===== src/rtl/kms_pkg.sv =====
// shared types and constants for the korobov merit sum unit
// no dependencies; imported by every module of the block
package kms_pkg;

  localparam int CFG_W    = 16;
  localparam int DIM_W    = 4;
  localparam int WORD_W   = 64;
  localparam int IDX_W    = 3;
  localparam int PROD_W   = 128;
  localparam int LIMB_W   = 32;
  localparam int LIMB_LOG = 5;
  localparam int NUM_LIMB = 4;

  localparam logic [CFG_W-1:0] MODULUS_RST   = 16'd24041;
  localparam logic [DIM_W-1:0] DIMENSION_RST = 4'd8;

  typedef enum logic [0:0] {
    REG_MODULUS   = 1'b0,
    REG_DIMENSION = 1'b1
  } reg_idx_e;

  typedef struct packed {
    logic [WORD_W-1:0] sum_word;
    logic [IDX_W-1:0]  word_index;
    logic              last_word;
  } result_t;

endpackage


===== src/rtl/kms_result_q.sv =====
// two-entry result queue in front of the output ports
// depends on kms_pkg
module kms_result_q import kms_pkg::*; (
  input  logic    clk_i,
  input  logic    rst_ni,
  input  logic    push_i,
  input  result_t data_i,
  output logic    full_o,
  output logic    empty_o,
  input  logic    pop_i,
  output result_t data_o
);

  result_t    mem_q [2];
  logic       wr_ptr_q, rd_ptr_q;
  logic [1:0] count_q;
  logic       do_push, do_pop;

  assign full_o  = (count_q == 2'd2);
  assign empty_o = (count_q == 2'd0);
  assign do_push = push_i && !full_o;
  assign do_pop  = pop_i && !empty_o;
  assign data_o  = mem_q[rd_ptr_q];

  always_ff @(posedge clk_i or negedge rst_ni) begin
    if (!rst_ni) begin
      wr_ptr_q <= 1'b0;
      rd_ptr_q <= 1'b0;
      count_q  <= 2'd0;
    end else begin
      if (do_push) wr_ptr_q <= !wr_ptr_q;
      if (do_pop)  rd_ptr_q <= !rd_ptr_q;
      if (do_push && !do_pop)      count_q <= count_q + 2'd1;
      else if (!do_push && do_pop) count_q <= count_q - 2'd1;
    end
  end

  always_ff @(posedge clk_i) begin
    if (do_push) mem_q[wr_ptr_q] <= data_i;
  end

endmodule


===== config.mk =====
export PLATFORM = sky130hd
export DESIGN_NAME = kms_result_q
export DESIGN_NICKNAME = d
export VERILOG_FILES = /design/src/rtl/kms_pkg.sv /design/src/rtl/kms_result_q.sv
export SDC_FILE = /design/constraint.sdc
export NUM_CORES = 1
export LEC_CHECK = 0
export BUFFER_PORTS_ARGS = -buffer_cell sky130_fd_sc_hd__buf_2
export CORE_ASPECT_RATIO = 1.4
export CORE_UTILIZATION = 45
export DETAILED_ROUTE_END_ITERATION = 16
export PLACE_DENSITY_LB_ADDON = 0.08
export SLEW_MARGIN = 20
export SYNTH_ARGS = -nofsm -noshare
export SYNTH_HDL_FRONTEND = slang
export SYNTH_SLANG_ARGS = --single-unit
export TNS_END_PERCENT = 1

===== constraint.sdc =====
create_clock -name clk_i -period 12.1 [get_ports clk_i]
set_input_delay 1.815 -clock clk_i [delete_from_list [all_inputs] [get_ports clk_i]]
set_output_delay 1.815 -clock clk_i [all_outputs]
set_load 0.05 [all_outputs]

# After elaboration in Yosys (flattened, before gate mapping)
# Memories as Yosys holds them, arrays and structs flattened.
# Index checks and enable logic that the tools add are counted.
[word_totals]
latchBits = 0
n_memories = 1
in_bits = 72
ram_bits = 136
ff_bits = 4
output_inout_bits = 70
mem_bits_ro = 0
[memory_table]
columns = ["name", "words", "width", "read_ports", "rd_clocked_by_memory_dff", "write_ports", "line", "source"]
rows = [
  ["mem_q", 2, 68, 1, 0, 1, "kms_result_q.sv:14", "result_t mem_q [2];"],
]
[op_classes]
multipliers = 0
mux = 4
n_lt_le_gt_ge = 0
n_div = 0
n_addsub = 2
reduce_logical = 12
n_bitwise = 0
n_eq_ne = 1
n_shift = 0
[op_table]
columns = ["cell", "n"]
rows = [
  ["1-bit logical NOT", 6],
  ["1-bit logical AND", 4],
  ["2-bit 2-to-1 mux", 2],
  ["2-bit by 1-bit adder with 2-bit output (second input constant)", 1],
  ["2-bit equality test (second input constant)", 1],
  ["2-bit logical NOT", 1],
  ["1-bit 2-to-1 mux", 2],
  ["2-bit nonzero test", 1],
  ["2-bit by 1-bit subtractor with 2-bit output (second input constant)", 1],
]

# Logic depth before layout (Yosys ltp)
[depth]
ltp_word = 7
depth_mapped = 7
depth_no_buf = 7

# Least setup slack after synthesis
# Ideal clock, no wire load.
[synth_path]
path_kind = "in2reg"
from = "input push_i"
to = "memory mem_q[0][0] (netlist bit), enable pin"
stages = 2
slack_ns = 6.861
required_ns = 11.606
arrival_ns = 4.745
path_cell_list = "nand2_1 > nor2_1"
[synth_between]
elab_chain_len = 3
[synth_lines]
columns = ["item", "line", "source"]
rows = [
  ["from (decl)", "kms_result_q.sv:6", "input logic push_i,"],
  ["1-bit logical AND", "kms_result_q.sv:21", "assign do_push = push_i && !full_o;"],
  ["1-bit 2-to-1 mux", "kms_result_q.sv:39", "if (do_push) mem_q[wr_ptr_q] <= data_i;"],
  ["1-bit 2-to-1 mux (implied by the code)", "kms_result_q.sv:39", ""],
  ["to (decl)", "kms_result_q.sv:14", ""],
]
# Every way passes these cells.

==> results_dict.tcl <==
set metrics [dict create \
    routed_wl_mm 8.62 \
    grtUsageMet3_pct 6.44 \
    max_freq_ghz 0.252 \
    synth-xor-area-share_pct 0.851 \
    grt_pass1_wl_mm 13.3 \
    yosys_warnings 0 \
    tns_ns 0 \
    grt_max_degree 70 \
    ff2ff_path_depth 4 \
    p_sw_uw 779 \
    synthFlopType "edfxtp_1" \
    finalSetupViolations 0 \
    antenna_found_initial 0 \
    hold_depth 1 \
    reg2reg_from "count_q[0]$_DFFE_PN0P_" \
    required_ns 10.28 \
    post_cts_buffers 0 \
    r2r-end "mem_q[0][25]$_DFFE_PP_" \
    ys_types 16 \
    vias_per_cell 4.82 \
    syn_inst 231 \
    dp_hpwl_mm 5.34 \
    maxSlewHeadroom_pct 34.1 \
    die-height_um 129 \
    hold_path_startpoint "count_q[1]$_DFFE_PN0P_" \
    outcome "finished, final reports clean" \
    drcViolationCount 0 \
    syn_avg_cell_area_um2 22.3 \
    die_w_um 92.4 \
    core_mm2 0.0110 \
    cts_tree "done" \
    hold_path_end "count_q[1]$_DFFE_PN0P_" \
    drive_gt1_share_pct 61.0 \
    final_common_cell "buf_2" \
    yosys.area.top_type "edfxtp_1" \
    cp-end-kind "output pin" \
    syn-num-nets 304 \
    worst-r2r-setup-slack_ns 10.12 \
    cts_resized 0 \
    ir_drop_mv 0.328 \
    p_leak_nw 2.51 \
    synth_area_leaders "edfxtp_1 (79%), mux2_2 (13%), mux2_4 (2.9%)" \
    syn2layout_area_growth_pct 28.1 \
    die-area_mm2 0.0119 \
    tightest_slew_ns 0.989 \
    grt_pass1_vias 2726 \
    clkPwrFrac_pct 26.0 \
    use_met1_pct 16.0 \
    pin_count 142 \
    synth_top_family_by_area "multiplexers" \
    clk_latency_ns 0.40 \
    swShare_pct 39.3 \
    clockBufferDepth 2 \
    cellPowerDensity_mw_per_mm2 300 \
    maxCapViolCount 0 \
    synthSimpleGateAreaFrac_pct 0.535 \
    arrival_ns 2.16 \
    wl_per_cell_um 16.0 \
    path_clk_slew_ns 0.06 \
    synthAdderAreaFrac_pct 0.243 \
    cts.sinks 140 \
    drt-initial-drc-count 122 \
    drv_slew 0 \
    synth_edf_count 136 \
    synthArstFlopShare_pct 2.86 \
    portBuffers 141 \
    rows 45 \
    gp_congestion 0.681 \
    initial_core_util_pct 46.9 \
    p_int_mw 1.20 \
    gr-usage-all-layers_pct 15.3 \
    nets 457 \
    grt-busiest-layer "met2" \
    layout_common_cells "buf_2 (141), edfxtp_1 (136), mux2_2 (58), clkbuf_16 (17), mux2_4 (10)" \
    rsz0062_at_grt "false" \
    final_hold_viol_count 0 \
    ys_ff_latch 140 \
    h-tree-depth 4 \
    synth_compound_area_share_pct 0.0973 \
    fin_crit_ns 3.97 \
    synth.top_cell.area_share_pct 79.4 \
    crit_type "reg2out" \
    period_share_pct 32.8 \
    grt_remaining_overflow 0 \
    ant_nets 0 \
    power_frac_seq_pct 37.4 \
    skew_ns 0.00841 \
    vias 2592 \
    cts_made_buffers 17 \
    combinationalPowerShare_pct 36.6 \
    synth_area_mm2 0.00515 \
    muxShareOfSynthArea_pct 15.6 \
    final_core_util_pct 60.0 \
    firstDrtPassIters 6 \
    hold_path.class "reg2reg" \
    grtUsageMet2_pct 27.0 \
    diodes 0 \
    root_buffer "clkbuf_16" \
    cts_hold_buffers 0 \
    yosysSeqAreaShare_pct 81.3 \
    start_kind "flop" \
    critPathMaxFanout 69 \
]
## cells by family (layout without fill, tap and decap cells)
group	after synthesis	after routing
compound gates	1	1
flops	140	140
simple gates	6	6
fa+ha+maj	1	1
xor+xnor	5	5
mux	68	68
buf+inv	10	176
## final cells by class
| type | count | area [µm²] |
|---|---|---|
| clock buffer | 19 | 433 |
| clock inverter | 13 | 168 |
| fill | 886 | 4390 |
| inverter | 2 | 7.51 |
| multi-input combinational | 81 | 905 |
| sequential | 140 | 4190 |
| tap | 141 | 176 |
| timing repair buffer | 142 | 713 |
## synth_stat cells (2+ instances only)
cell type,instances
dfrtp_1,4
buf_6,2
mux2_2,58
inv_1,2
buf_2,5
mux2_4,10
xnor2_1,3
xor2_1,2
edfxtp_1,136
nor2_1,3
## power by group through the flow
stage               clock, mW  sequential, mW  combinational, mW
CTS                     0.528           0.745              0.736
global route            0.547           0.757              0.758
finish                  0.515           0.741              0.725
floorplan                   0           0.701              0.640
detailed placement          0           0.754              0.735
global placement            0           0.748              0.733
## worst max-delay path, cell delays in order, from the launching register on
cell     delay (ns)
dfrtp_4        1.09
mux2_2         0.43
buf_2          0.21
## flip-flops by register name (all words and copies together), names as in the netlist
name      flops
count_q       2
mem_q       136
rd_ptr_q      1
wr_ptr_q      1
## how the worst max path moves through the flow
stage                                    start  slack (ns)               endpoint
after floorplan                         push_i        6.86  mem_q[0][0]$_DFFE_PP_
after global placement    rd_ptr_q$_DFFE_PN0P_        8.52             data_o[48]
after detailed placement  rd_ptr_q$_DFFE_PN0P_        8.52             data_o[48]
after CTS                 rd_ptr_q$_DFFE_PN0P_        8.07             data_o[48]
after global routing      rd_ptr_q$_DFFE_PN0P_        8.01             data_o[48]
final                     rd_ptr_q$_DFFE_PN0P_        8.13             data_o[48]
## routing by layer
layer / part of all wire (%) / up-vias
li1: - / 1219
met1: 38 / 1282
met2: 54 / 87
met3: 7.0 / 4
met4: 0.81 / 0
met5: 0 / -
## metrics by stage
step | power (mW) | hold slack, ns | std cells | instance area, µm² | setup slack [ns]
floorplan | 1.34 | 0.461 | 231 | 5150 | 6.86
global placement | 1.48 | 0.496 | 506 | 5990 | 8.52
detailed placement | 1.49 | 0.510 | 506 | 5990 | 8.52
CTS | 2.01 | 0.521 | 538 | 6590 | 8.07
global route | 2.06 | 0.569 | 538 | 6590 | 8.01
finish | 1.98 | 0.525 | 538 | 6590 | 8.13
Power figures use the tool's default switching activity.
