--- src/rtl/kms_pkg.sv ---
// shared types and constants for the korobov merit sum unit
// no dependencies; imported by every module of the block
package kms_pkg;

  localparam int CFG_W    = 16;
  localparam int DIM_W    = 4;
  localparam int WORD_W   = 64;
  localparam int IDX_W    = 3;
  localparam int PROD_W   = 128;
  localparam int LIMB_W   = 32;
  localparam int LIMB_LOG = 5;
  localparam int NUM_LIMB = 4;

  localparam logic [CFG_W-1:0] MODULUS_RST   = 16'd24041;
  localparam logic [DIM_W-1:0] DIMENSION_RST = 4'd8;

  typedef enum logic [0:0] {
    REG_MODULUS   = 1'b0,
    REG_DIMENSION = 1'b1
  } reg_idx_e;

  typedef struct packed {
    logic [WORD_W-1:0] sum_word;
    logic [IDX_W-1:0]  word_index;
    logic              last_word;
  } result_t;

endpackage

--- src/rtl/kms_front.sv ---
// front end: configuration registers, item intake and a two-entry job queue
// depends on kms_pkg
module kms_front import kms_pkg::*; #(
  parameter int MOD_BITS = 16,
  parameter int MAX_DIM  = 8
) (
  input  logic                clk_i,
  input  logic                rst_ni,
  input  logic                push,
  output logic                full,
  input  logic [CFG_W-1:0]    multiplier_i,
  input  logic                cfg_valid_i,
  output logic                cfg_ready_o,
  input  logic [0:0]          cfg_index_i,
  input  logic [CFG_W-1:0]    cfg_data_i,
  output logic                job_valid_o,
  input  logic                job_ready_i,
  output logic [MOD_BITS-1:0] job_z_o,
  output logic [MOD_BITS-1:0] job_p_o,
  output logic [DIM_W-1:0]    job_m_o,
  output logic [MOD_BITS-2:0] job_npts_o
);

  logic [CFG_W-1:0]    modulus_q;
  logic [DIM_W-1:0]    dimension_q;
  logic [MOD_BITS-1:0] z_q    [2];
  logic [MOD_BITS-1:0] p_q    [2];
  logic [DIM_W-1:0]    m_q    [2];
  logic [MOD_BITS-2:0] npts_q [2];
  logic                wr_ptr_q, rd_ptr_q;
  logic [1:0]          count_q;
  logic                do_push, do_pop;
  logic [MOD_BITS-1:0] p_cur, p_dec;
  logic [DIM_W-1:0]    m_cur;
  logic [MOD_BITS-2:0] npts_cur;

  assign cfg_ready_o = 1'b1;
  assign full        = (count_q == 2'd2);
  assign job_valid_o = (count_q != 2'd0);
  assign do_push     = push && !full;
  assign do_pop      = job_valid_o && job_ready_i;

  // classify the item against the current settings
  always_comb begin
    p_cur    = modulus_q[MOD_BITS-1:0];
    p_dec    = p_cur - MOD_BITS'(1);
    m_cur    = (dimension_q > DIM_W'(MAX_DIM)) ? DIM_W'(MAX_DIM) : dimension_q;
    npts_cur = (p_cur >= MOD_BITS'(3)) ? p_dec[MOD_BITS-1:1] : '0;
  end

  always_ff @(posedge clk_i or negedge rst_ni) begin
    if (!rst_ni) begin
      modulus_q   <= MODULUS_RST;
      dimension_q <= DIMENSION_RST;
      wr_ptr_q    <= 1'b0;
      rd_ptr_q    <= 1'b0;
      count_q     <= 2'd0;
    end else begin
      if (cfg_valid_i) begin
        unique case (reg_idx_e'(cfg_index_i))
          REG_MODULUS:   modulus_q   <= cfg_data_i;
          REG_DIMENSION: dimension_q <= cfg_data_i[DIM_W-1:0];
          default:       modulus_q   <= modulus_q;
        endcase
      end
      if (do_push) wr_ptr_q <= !wr_ptr_q;
      if (do_pop)  rd_ptr_q <= !rd_ptr_q;
      if (do_push && !do_pop)      count_q <= count_q + 2'd1;
      else if (!do_push && do_pop) count_q <= count_q - 2'd1;
    end
  end

  always_ff @(posedge clk_i) begin
    if (do_push) begin
      z_q[wr_ptr_q]    <= multiplier_i[MOD_BITS-1:0];
      p_q[wr_ptr_q]    <= p_cur;
      m_q[wr_ptr_q]    <= m_cur;
      npts_q[wr_ptr_q] <= npts_cur;
    end
  end

  assign job_z_o    = z_q[rd_ptr_q];
  assign job_p_o    = p_q[rd_ptr_q];
  assign job_m_o    = m_q[rd_ptr_q];
  assign job_npts_o = npts_q[rd_ptr_q];

endmodule

--- config.mk ---
export PLATFORM = sky130hd
export DESIGN_NAME = kms_front
export DESIGN_NICKNAME = d
export VERILOG_FILES = /design/src/rtl/kms_pkg.sv /design/src/rtl/kms_front.sv
export SDC_FILE = /design/constraint.sdc
export NUM_CORES = 1
export LEC_CHECK = 0
export ABC_AREA = 1
export BUFFER_PORTS_ARGS = -buffer_cell sky130_fd_sc_hd__buf_2
export CAP_MARGIN = 20
export CELL_PAD_IN_SITES_DETAIL_PLACEMENT = 0
export CELL_PAD_IN_SITES_GLOBAL_PLACEMENT = 1
export CORE_ASPECT_RATIO = 1.2
export CORE_UTILIZATION = 40
export DETAILED_ROUTE_END_ITERATION = 16
export PLACE_DENSITY = 0.79
export SYNTH_ARGS = -nofsm -noshare
export SYNTH_HDL_FRONTEND = slang
export SYNTH_SLANG_ARGS = --single-unit
--- constraint.sdc ---
create_clock -name clk_i -period 4.2 [get_ports clk_i]
set_input_delay 0.42 -clock clk_i [delete_from_list [all_inputs] [get_ports clk_i]]
set_output_delay 0.42 -clock clk_i [all_outputs]
set_load 0.01 [all_outputs]
# Word level (Yosys, flattened, before mapping)
# Memory sizes are Yosys's and may differ from the RTL's.
# Index checks and enable logic that the tools add are counted.
# word_totals
ramBits	102
memories	4
mem_bits_ro	0
latch_bits	0
regBits	24
input_bits	38
# op_classes
n_div	0
reduce_logical	13
eq_ne	1
muxes	6
add_sub_neg	3
bitwise	1
n_shift	0
n_lt_le_gt_ge	2
mul	0
# mem_list
memory	depth	width	rd	rd_ports_with_merged_regs	wr	line	rtl
p_q	2	16	1	0	1	kms_front.sv:27	logic [MOD_BITS-1:0] p_q [2];
z_q	2	16	1	0	1	kms_front.sv:26	logic [MOD_BITS-1:0] z_q [2];
npts_q	2	15	1	0	1	kms_front.sv:29	logic [MOD_BITS-2:0] npts_q [2];
m_q	2	4	1	0	1	kms_front.sv:28	logic [DIM_W-1:0] m_q [2];
# op_table
operator	count
16-bit by 2-bit greater-or-equal comparator with 1-bit output, second input constant	1
16-bit by 1-bit subtractor with 16-bit output, second input constant	1
15-bit 2-to-1 mux	1
1-bit logical NOT	5
4-bit greater-than comparator, second input constant	1
1-bit logical AND	4
2-bit 2-to-1 mux	2
4-bit 2-to-1 mux	1
2-bit AND reduction	2
2-bit nonzero test	2
2-bit by 1-bit adder with 2-bit output, second input constant	1
2-bit == test, second input constant	1
1-bit 2-to-1 mux	2
2-bit by 1-bit subtractor with 2-bit output, second input constant	1
1-bit inverter	1

# Depth between registers and ports, before layout
# Gate-level depths: netlist of the first run.
# logic_depth
depth_word	7
ltp_mapped	7

# Least setup slack after synthesis of the first run
# No wires, ideal clock.
# synth_timing
kind	register to register
start	register count_q[1]
end	memory m_q[1][0] (enable)
arrival_time_ns	2.753
required_time_ns	3.739
path_slack_ns	0.986
path_stages_with_launch	4
synth_period_minus_slack_ns	3.214
setup_ns	0.461
path_cell_list	dfrtp_1 > inv_1 > o21ai_0 > nor2_1
# synth_between
elab_chain_cells	5
# synth_rtl
element	line	rtl
start, declared	kms_front.sv:31	logic [1:0] count_q;
start signal, assigned	kms_front.sv:68	if (do_push && !do_pop) count_q <= count_q + 2'd1;
start signal, assigned	kms_front.sv:69	else if (!do_push && do_pop) count_q <= count_q - 2'd1;
2-bit == test	kms_front.sv:38	assign full = (count_q == 2'd2);
1-bit logical NOT	kms_front.sv:40	assign do_push = push && !full;
1-bit logical AND	kms_front.sv:40	
1-bit 2-to-1 mux	kms_front.sv:74	if (do_push) begin
1-bit 2-to-1 mux (implied by the code)	kms_front.sv:77	m_q[wr_ptr_q] <= m_cur;
end, declared	kms_front.sv:28	
# No other way between the ends.

# Worst setup path after layout of the first run
# layout_timing
start	register count_q[1]
end	memory z_q[1][0] (enable)
# layout_between
elab_chain_cells	5
# layout_rtl
element	line	rtl
2-bit == test	kms_front.sv:38	
1-bit logical NOT	kms_front.sv:40	
1-bit logical AND	kms_front.sv:40	
1-bit 2-to-1 mux	kms_front.sv:74	
1-bit 2-to-1 mux (implied by the code)	kms_front.sv:75	z_q[wr_ptr_q] <= multiplier_i[MOD_BITS-1:0];
end, declared	kms_front.sv:26	
# No other way between the ends.

==> summary.md, run 1 <==
| Metric | Value |
|---|---|
| Tot Pwr | `between 4 and 5 mW` |
| Layout net count | `between 500 and 600` |
| Crit path max-delay family | `simple AND/OR/NAND/NOR gates` |
| Height of the die | `approximately 130 µm` |
| Sequential-to-total area share from yosys stat | `a little over two thirds` |
| Compound-gate portion of the synthesized area | `under 10%` |
| First-pass GRT wire length | `16,000 µm` |
| R2R cell count | `4` |
| DR pass1 iterations | `5` |
| Clock sinks | `about 130` |
| Area leader, netlist | `edfxtp_1` |
| Worst setup SP type | `register` |
| Top cells by area, synth | `edfxtp_1, nand2_1, dfrtp_1` |
| Worst path slowest cell | `nor2_4` |
| Fin worst setup slack | `~1900 ps` |
| Vias per cell | `~4.6` |
| Drc violations | `0` |
| Crit path kind | `reg2reg` |
| Vias in the first global route | `roughly 3.3k` |
| Mux share of post-synthesis cell area | `roughly 1.7%` |
| Chip width | `106 µm` |
| Core footprint | `12,700 µm²` |
| Syn nets | `~500` |
| Tmin final | `2330 ps` |
| Site Rows | `between 40 and 50` |
| Worst Hold Path EP | `z_q[1][8]` |
| Clock transition at path regs | `50 ps` |
| DRT iter0 DRCs | `roughly 120` |
| Hold Vio Cnt, Final | `0` |
| Worst-margin pin slew | `approximately 950 ps` |
| Worst-Skew Late Latency | `410 ps` |
| Final RePlAce weighted congestion | `0.811` |
| Port Buf Inserts | `90` |
| ANT cells | `0` |
| Total GRT Usage | `between 10% and 20%` |
| Avg WL per Cell | `around 14 µm` |
| GRT overflow | `0` |
| Post-Route WL | `about 10,000 µm` |
| Origin of the critical flop-to-flop path | `count_q[1]` |
| Top cell type's share of synthesized area | `between 50% and 60%` |
| Synthesized area | `approximately 5200 µm²` |
| Buf+Inv Stages, Crit Path | `2` |
| Setup violations, final | `0` |
| Setup_tns | `0 ps` |
| Post-synthesis adder-cell area fraction | `less than 1%` |
| Area Overhead vs Synth | `24.2%` |
| Gate Count Post-Synth | `about 460` |
| Initial antenna violation count | `0` |
| Htree depth | `4` |
| PwrDens | `approximately 700 nW/µm²` |
| Largest net degree at the start of global routing | `53` |
| Worst hold path cell count | `1` |
| FF-to-FF End | `z_q[1][0]` |
| Share of layout cells above drive strength 1 | `between 20% and 30%` |
| Antenna Nets Post-Route | `0` |
| Crit-path max cell delay | `810 ps` |
| Flop2flop setup slack | `1870 ps` |
| CP Capture Type | `register` |
| Vias | `around 3.4k` |
| CTS tree | `yes` |
| Hold Crit Class | `in2reg` |
| RSZ-0062 raised after global routing | `false` |
| HP Start | `multiplier_i[8]` |
| Initial core utilization | `about 41%` |
| Count of final max-slew check failures | `0` |
| Ys Warns | `0` |
| Status | `finished, final reports clean` |
| Mean Syn Cell Area | `between 10 and 15 µm²` |
| Longest Clk Path Bufs | `2` |
| Post-cts gate resize count | `0` |
| Post-Synth XOR/XNOR Area | `~1.3%` |
| VDD IR max | `between 0.3 and 0.4 mV` |
| Register bit count reported by yosys | `~130` |
| Crit path required time | `4280 ps` |
| Worst path cell trace | `inv_1 > o21ai_0 > nor2_4 > buf_4` |
| Worst slew margin | `between 30 and 40%` |
| CTS root buffer | `clkbuf_16` |
| LEAKAGE | `roughly 2.8 nW` |
| Maximum operating frequency | `429 MHz` |
| Final Util | `between 50 and 60%` |
| Largest family of logic cells by synthesized area | `simple AND/OR/NAND/NOR gates` |
| Max-Cap Viols | `0` |
| Top Ports | `between 90 and 100` |
| Yosys cell types | `28` |
| DP HPWL | `6670 µm` |
| Post-route clock period utilization | `between 50% and 60%` |
| Num CTS Buffers | `17` |
| Clock skew | `9.50 ps` |
| Crit path DAT | `approximately 2400 ps` |
| Worst slack, placed | `approximately 1800 ps` |
| Die area | `around 13,000 µm²` |
| Worst-path maximum fanout | `31` |
| Post-CTS Setup Inserts | `0` |
| Fraction of the mapped netlist area in simple logic gates | `between 10% and 20%` |
area by class of cell:
| type | count | area [µm²] |
|---|---|---|
| clock buffer | 19 | 433 |
| clock inverter | 13 | 171 |
| fill | 1161 | 6200 |
| inverter | 25 | 98.8 |
| multi-input combinational | 290 | 1370 |
| sequential | 126 | 3680 |
| tap | 164 | 205 |
| timing repair buffer | 95 | 510 |
through the flow:
| stage | hold slack (ps) | instance area, µm² | cells |
|---|---|---|---|
| final | 202 | 6470 | 732 |
| after CTS | 187 | 6440 | 731 |
| after floorplan | 124 | 5210 | 456 |
| after global placement | 422 | 5830 | 698 |
| after global routing | 188 | 6470 | 732 |
| after detailed placement | 423 | 5830 | 698 |
cells in the final DEF, fill, tap and decap left out, types with 11 or more instances in the layout:
cell and n:
inv_1 21, dfstp_2 11, nand2_1 184, buf_2 90, edfxtp_1 102, nor2_1 31
clkbuf_16 17, a21oi_1 12, dfrtp_1 12, o21ai_0 11
flip-flops by register name (all words and copies together), names as in the netlist:
name	count
count_q	2
dimension_q	4
m_q	8
modulus_q	16
npts_q	30
p_q	32
rd_ptr_q	1
wr_ptr_q	1
z_q	32
worst max path at each step:
stage / from / endpoint / slack (ps) / cells past startpoint
after global placement: push / npts_q[0][2] / 1870 / 4
after global routing: count_q[1] / z_q[1][5] / 1700 / 4
after CTS: count_q[1] / p_q[0][14] / 1810 / 4
after detailed placement: push / npts_q[0][1] / 1790 / 4
after floorplan: count_q[1] / m_q[1][0] / 990 / 3
final: count_q[1] / z_q[1][0] / 1870 / 4
routing by layer:
layer,global-route usage (%),up-vias,wire [µm]
li1,-,1693,-
met1,19.0,1575,4500
met2,26.6,86,5180
met3,4.59,9,429
met4,6.70,0,102
met5,0,-,0
report_power, final:
part	internal (mW)	switching, mW	total, mW
Combinational	0.419	0.821	1.24
Clock	0.983	0.497	1.48
Sequential	1.72	0.114	1.83
cells in the mapped netlist, drive strengths merged:
cell	instances
nand2	190
edfxtp	102
nor2	45
inv	25
a21oi	14
dfrtp	13
dfstp	11
o21ai	11
buf	10
mux2	8
nand3	8
xor2	6
clkbuf	5
ha	3
xnor2	2
a21boi	1
conb	1
or2	1
repair_timing:
item	4_1_cts	5_1_grt
hold buffers	1	0
endpoints found under the hold margin	13	0
setup endpoints to repair	0	0
cells by family after synthesis:
| family | after synthesis |
|---|---|
| simple gates | 244 |
| flops | 126 |
| buf+inv | 40 |
| compound gates | 26 |
| xor+xnor | 8 |
| mux | 8 |
| fa+ha+maj | 3 |
| other cells | 1 |
(Power assumes the default switching activity.)
==> inputs of run 2 (changes only) <==
- ABC_AREA: 1 -> 0
- PLACE_DENSITY: 0.79 -> 0.76
- clock period: 4.2 -> 2.15 ns (I/O delays scaled with it)
==> summary.md, run 2 <==
| Metric | Value |
|---|---|
| Met3 usage | `between 3 and 4%` |
| Chip width | `approximately 100 µm` |
| Clock transition at path regs | `50 ps` |
| Gr busiest metal | `met2` |
| Share of layout cells above drive strength 1 | `roughly half` |
| Register bit count reported by yosys | `126` |
| Post-synth ARST share | `19.0%` |
| Hold Vio Cnt, Final | `0` |
| Layout net count | `approximately 460` |
| Top Ports | `92` |
| Clk pwr share | `a little under a third` |
| LEAKAGE | `~2.5 nW` |
| DR pass1 iterations | `4` |
| ANT cells | `0` |
| CTS root buffer | `clkbuf_16` |
| Number of synthesized flops with an enable pin | `102` |
| Post-Route WL | `9450 µm` |
| Vias in the first global route | `3,026` |
| Worst slew margin | `61.2%` |
| Worst-Skew Late Latency | `~400 ps` |
| Worst-margin pin slew | `582 ps` |
| Yosys cell types | `30` |
| Internal power | `between 6 and 7 mW` |
| Fin worst setup slack | `~110 ps` |
| Top cells by area, synth | `edfxtp_1, mux2_2, dfrtp_1` |
| Height of the die | `approximately 120 µm` |
| RSZ-0062 raised after global routing | `false` |
| CTS tree | `yes` |
| Switching part of the total | `between 20% and 30%` |
| Crit path kind | `reg2out` |
| Max-Cap Viols | `0` |
| Final-layout fill cell count | `approximately 1k` |
| Ys Warns | `0` |
| Port Buf Inserts | `90` |
| Worst slack, placed | `approximately 50 ps` |
| Htree depth | `4` |
| Core footprint | `between 10,000 and 15,000 µm²` |
| Drc violations | `0` |
| Antenna Nets Post-Route | `0` |
| Routing usage on met1 | `a little under a fifth` |
| Maximum operating frequency | `between 400 and 500 MHz` |
| Vias per cell | `~4.8` |
| Area leader, netlist | `edfxtp_1` |
| Comb power frac | `26.4%` |
| Global routing met2 resource utilization | `roughly 27%` |
| Regs by FF count | `p_q x32, z_q x32, npts_q x30` |
| Most common cell in the netlist | `edfxtp_1` |
| Reg power frac | `between 40% and 50%` |
| Setup violations, final | `0` |
| Die area | `between 10,000 and 15,000 µm²` |
| Tot Pwr | `between 8 and 9 mW` |
| Final RePlAce weighted congestion | `between 0.7 and 0.8` |
| Worst-path maximum fanout | `20` |
| Commonest non-fill, non-tap cell in the layout | `edfxtp_1` |
| Tmin final | `2040 ps` |
| Hold Crit Class | `in2reg` |
| Largest net degree at the start of global routing | `52` |
| Setup_tns | `0 ps` |
| Gate Count Post-Synth | `about 300` |
| Total GRT Usage | `between 15 and 20%` |
| Longest Clk Path Bufs | `2` |
| Area Overhead vs Synth | `29.9%` |
| Vias | `between 2k and 3k` |
| Site Rows | `44` |
| PwrDens | `~1300 nW/µm²` |
| Most frequent cells in the layout | `edfxtp_1, buf_2, mux2_2` |
| First-pass GRT wire length | `~15,000 µm` |
| Count of final max-slew check failures | `0` |
| Synth top cells by count | `edfxtp_1, mux2_2, nor2_1` |
| GRT overflow | `0` |
| Status | `finished, final reports clean` |
| Final Util | `a little over half` |
| Ys flop type | `edfxtp_1` |
| Num CTS Buffers | `17` |
| DRT iter0 DRCs | `between 100 and 150` |
| Clock skew | `between 4 and 5 ps` |
| Mean Syn Cell Area | `~17 µm²` |
| Sequential-to-total area share from yosys stat | `between 70% and 80%` |
| Top cell type's share of synthesized area | `60.8%` |
| Synthesized area | `approximately 5000 µm²` |
| Initial core utilization | `approximately 41%` |
| Net Sw Power | `approximately 2.5 mW` |
| Worst setup SP type | `register` |
| VDD IR max | `roughly 0.47 mV` |
| Syn nets | `roughly 340` |
| CP Capture Type | `primary output` |
| Avg WL per Cell | `15.9 µm` |
| DP HPWL | `approximately 6200 µm` |
| Crit path required time | `between 1500 and 2000 ps` |
| Clock sinks | `between 100 and 150` |
| Crit path DAT | `1820 ps` |
| Post-route clock period utilization | `a little over nine tenths` |
| Initial antenna violation count | `0` |
-- run 2: cell type report --
cell class                      count  area, µm²  area share [%]
Clock inverter                     14        145            2.22
Clock buffer                       18        439            6.71
Sequential cell                   126       3680            56.2
Timing Repair Buffer              118        763            11.7
Inverter                            5       18.8           0.287
Multi-Input combinational cell    152       1300            19.8
Tap cell                          161        201            3.08
-- run 2: critical path, stage by stage, from the launching register on --
cell     delay (ps)
dfrtp_2         650
buf_12          230
mux2_2          380
buf_2           150
-- run 2: power groups by stage --
| stage | sequential [mW] | combinational, mW | clock, mW |
|---|---|---|---|
| 3_3_place_gp | 3.67 | 2.29 | 0 |
| 2_1_floorplan | 3.56 | 1.47 | 0 |
| 4_1_cts | 3.66 | 2.35 | 2.81 |
| 3_5_place_dp | 3.70 | 2.32 | 0 |
| 6_report | 3.65 | 2.30 | 2.75 |
| 5_1_grt | 3.72 | 2.49 | 2.90 |
-- run 2: through the flow --
step / area [µm²] / cells / hold slack [ps]
3_5_place_dp: 5780 / 545 / 244
3_3_place_gp: 5780 / 545 / 224
2_1_floorplan: 5050 / 295 / -80.6
5_1_grt: 6550 / 594 / 1.03
6_report: 6550 / 594 / 16.7
4_1_cts: 6520 / 593 / 1.09
-- run 2: metal layers --
layer	up-vias	part of all wire [%]
met5	-	0
met4	0	1.9
met3	14	3.6
met2	63	52
met1	1415	43
li1	1358	-
-- run 2: repair_timing --
item / 4_1_cts / 5_1_grt
endpoints found under the setup margin: 0 / 26
setup buffers: 0 / 1
hold buffers: 16 / 0
gates resized for setup: 0 / 1
endpoints found under the hold margin: 42 / 0
-- run 2: path summary, 6_finish.rpt --
check                                startpoint  slack, ps  cells after the start             to
worst max-delay path                   rd_ptr_q        110                      3     job_p_o[0]
worst min-delay path            multiplier_i[9]         20                      1      z_q[1][9]
worst max register to register    modulus_q[11]        150                      4  npts_q[0][14]
worst min register to register       count_q[1]        490                      1     count_q[1]
max in group asynchronous                rst_ni       1380                      2       rd_ptr_q
min in group asynchronous                rst_ni        360                      2       wr_ptr_q
-- run 2: kinds of logic after synthesis --
logic type      share of synthesized area [%]
compound gates                          0.993
xor+xnor                                 2.61
fa+ha+maj                               0.745
buf+inv                                  1.49
flops                                    73.0
mux                                      15.4
other cells                            0.0744
simple gates                             5.66
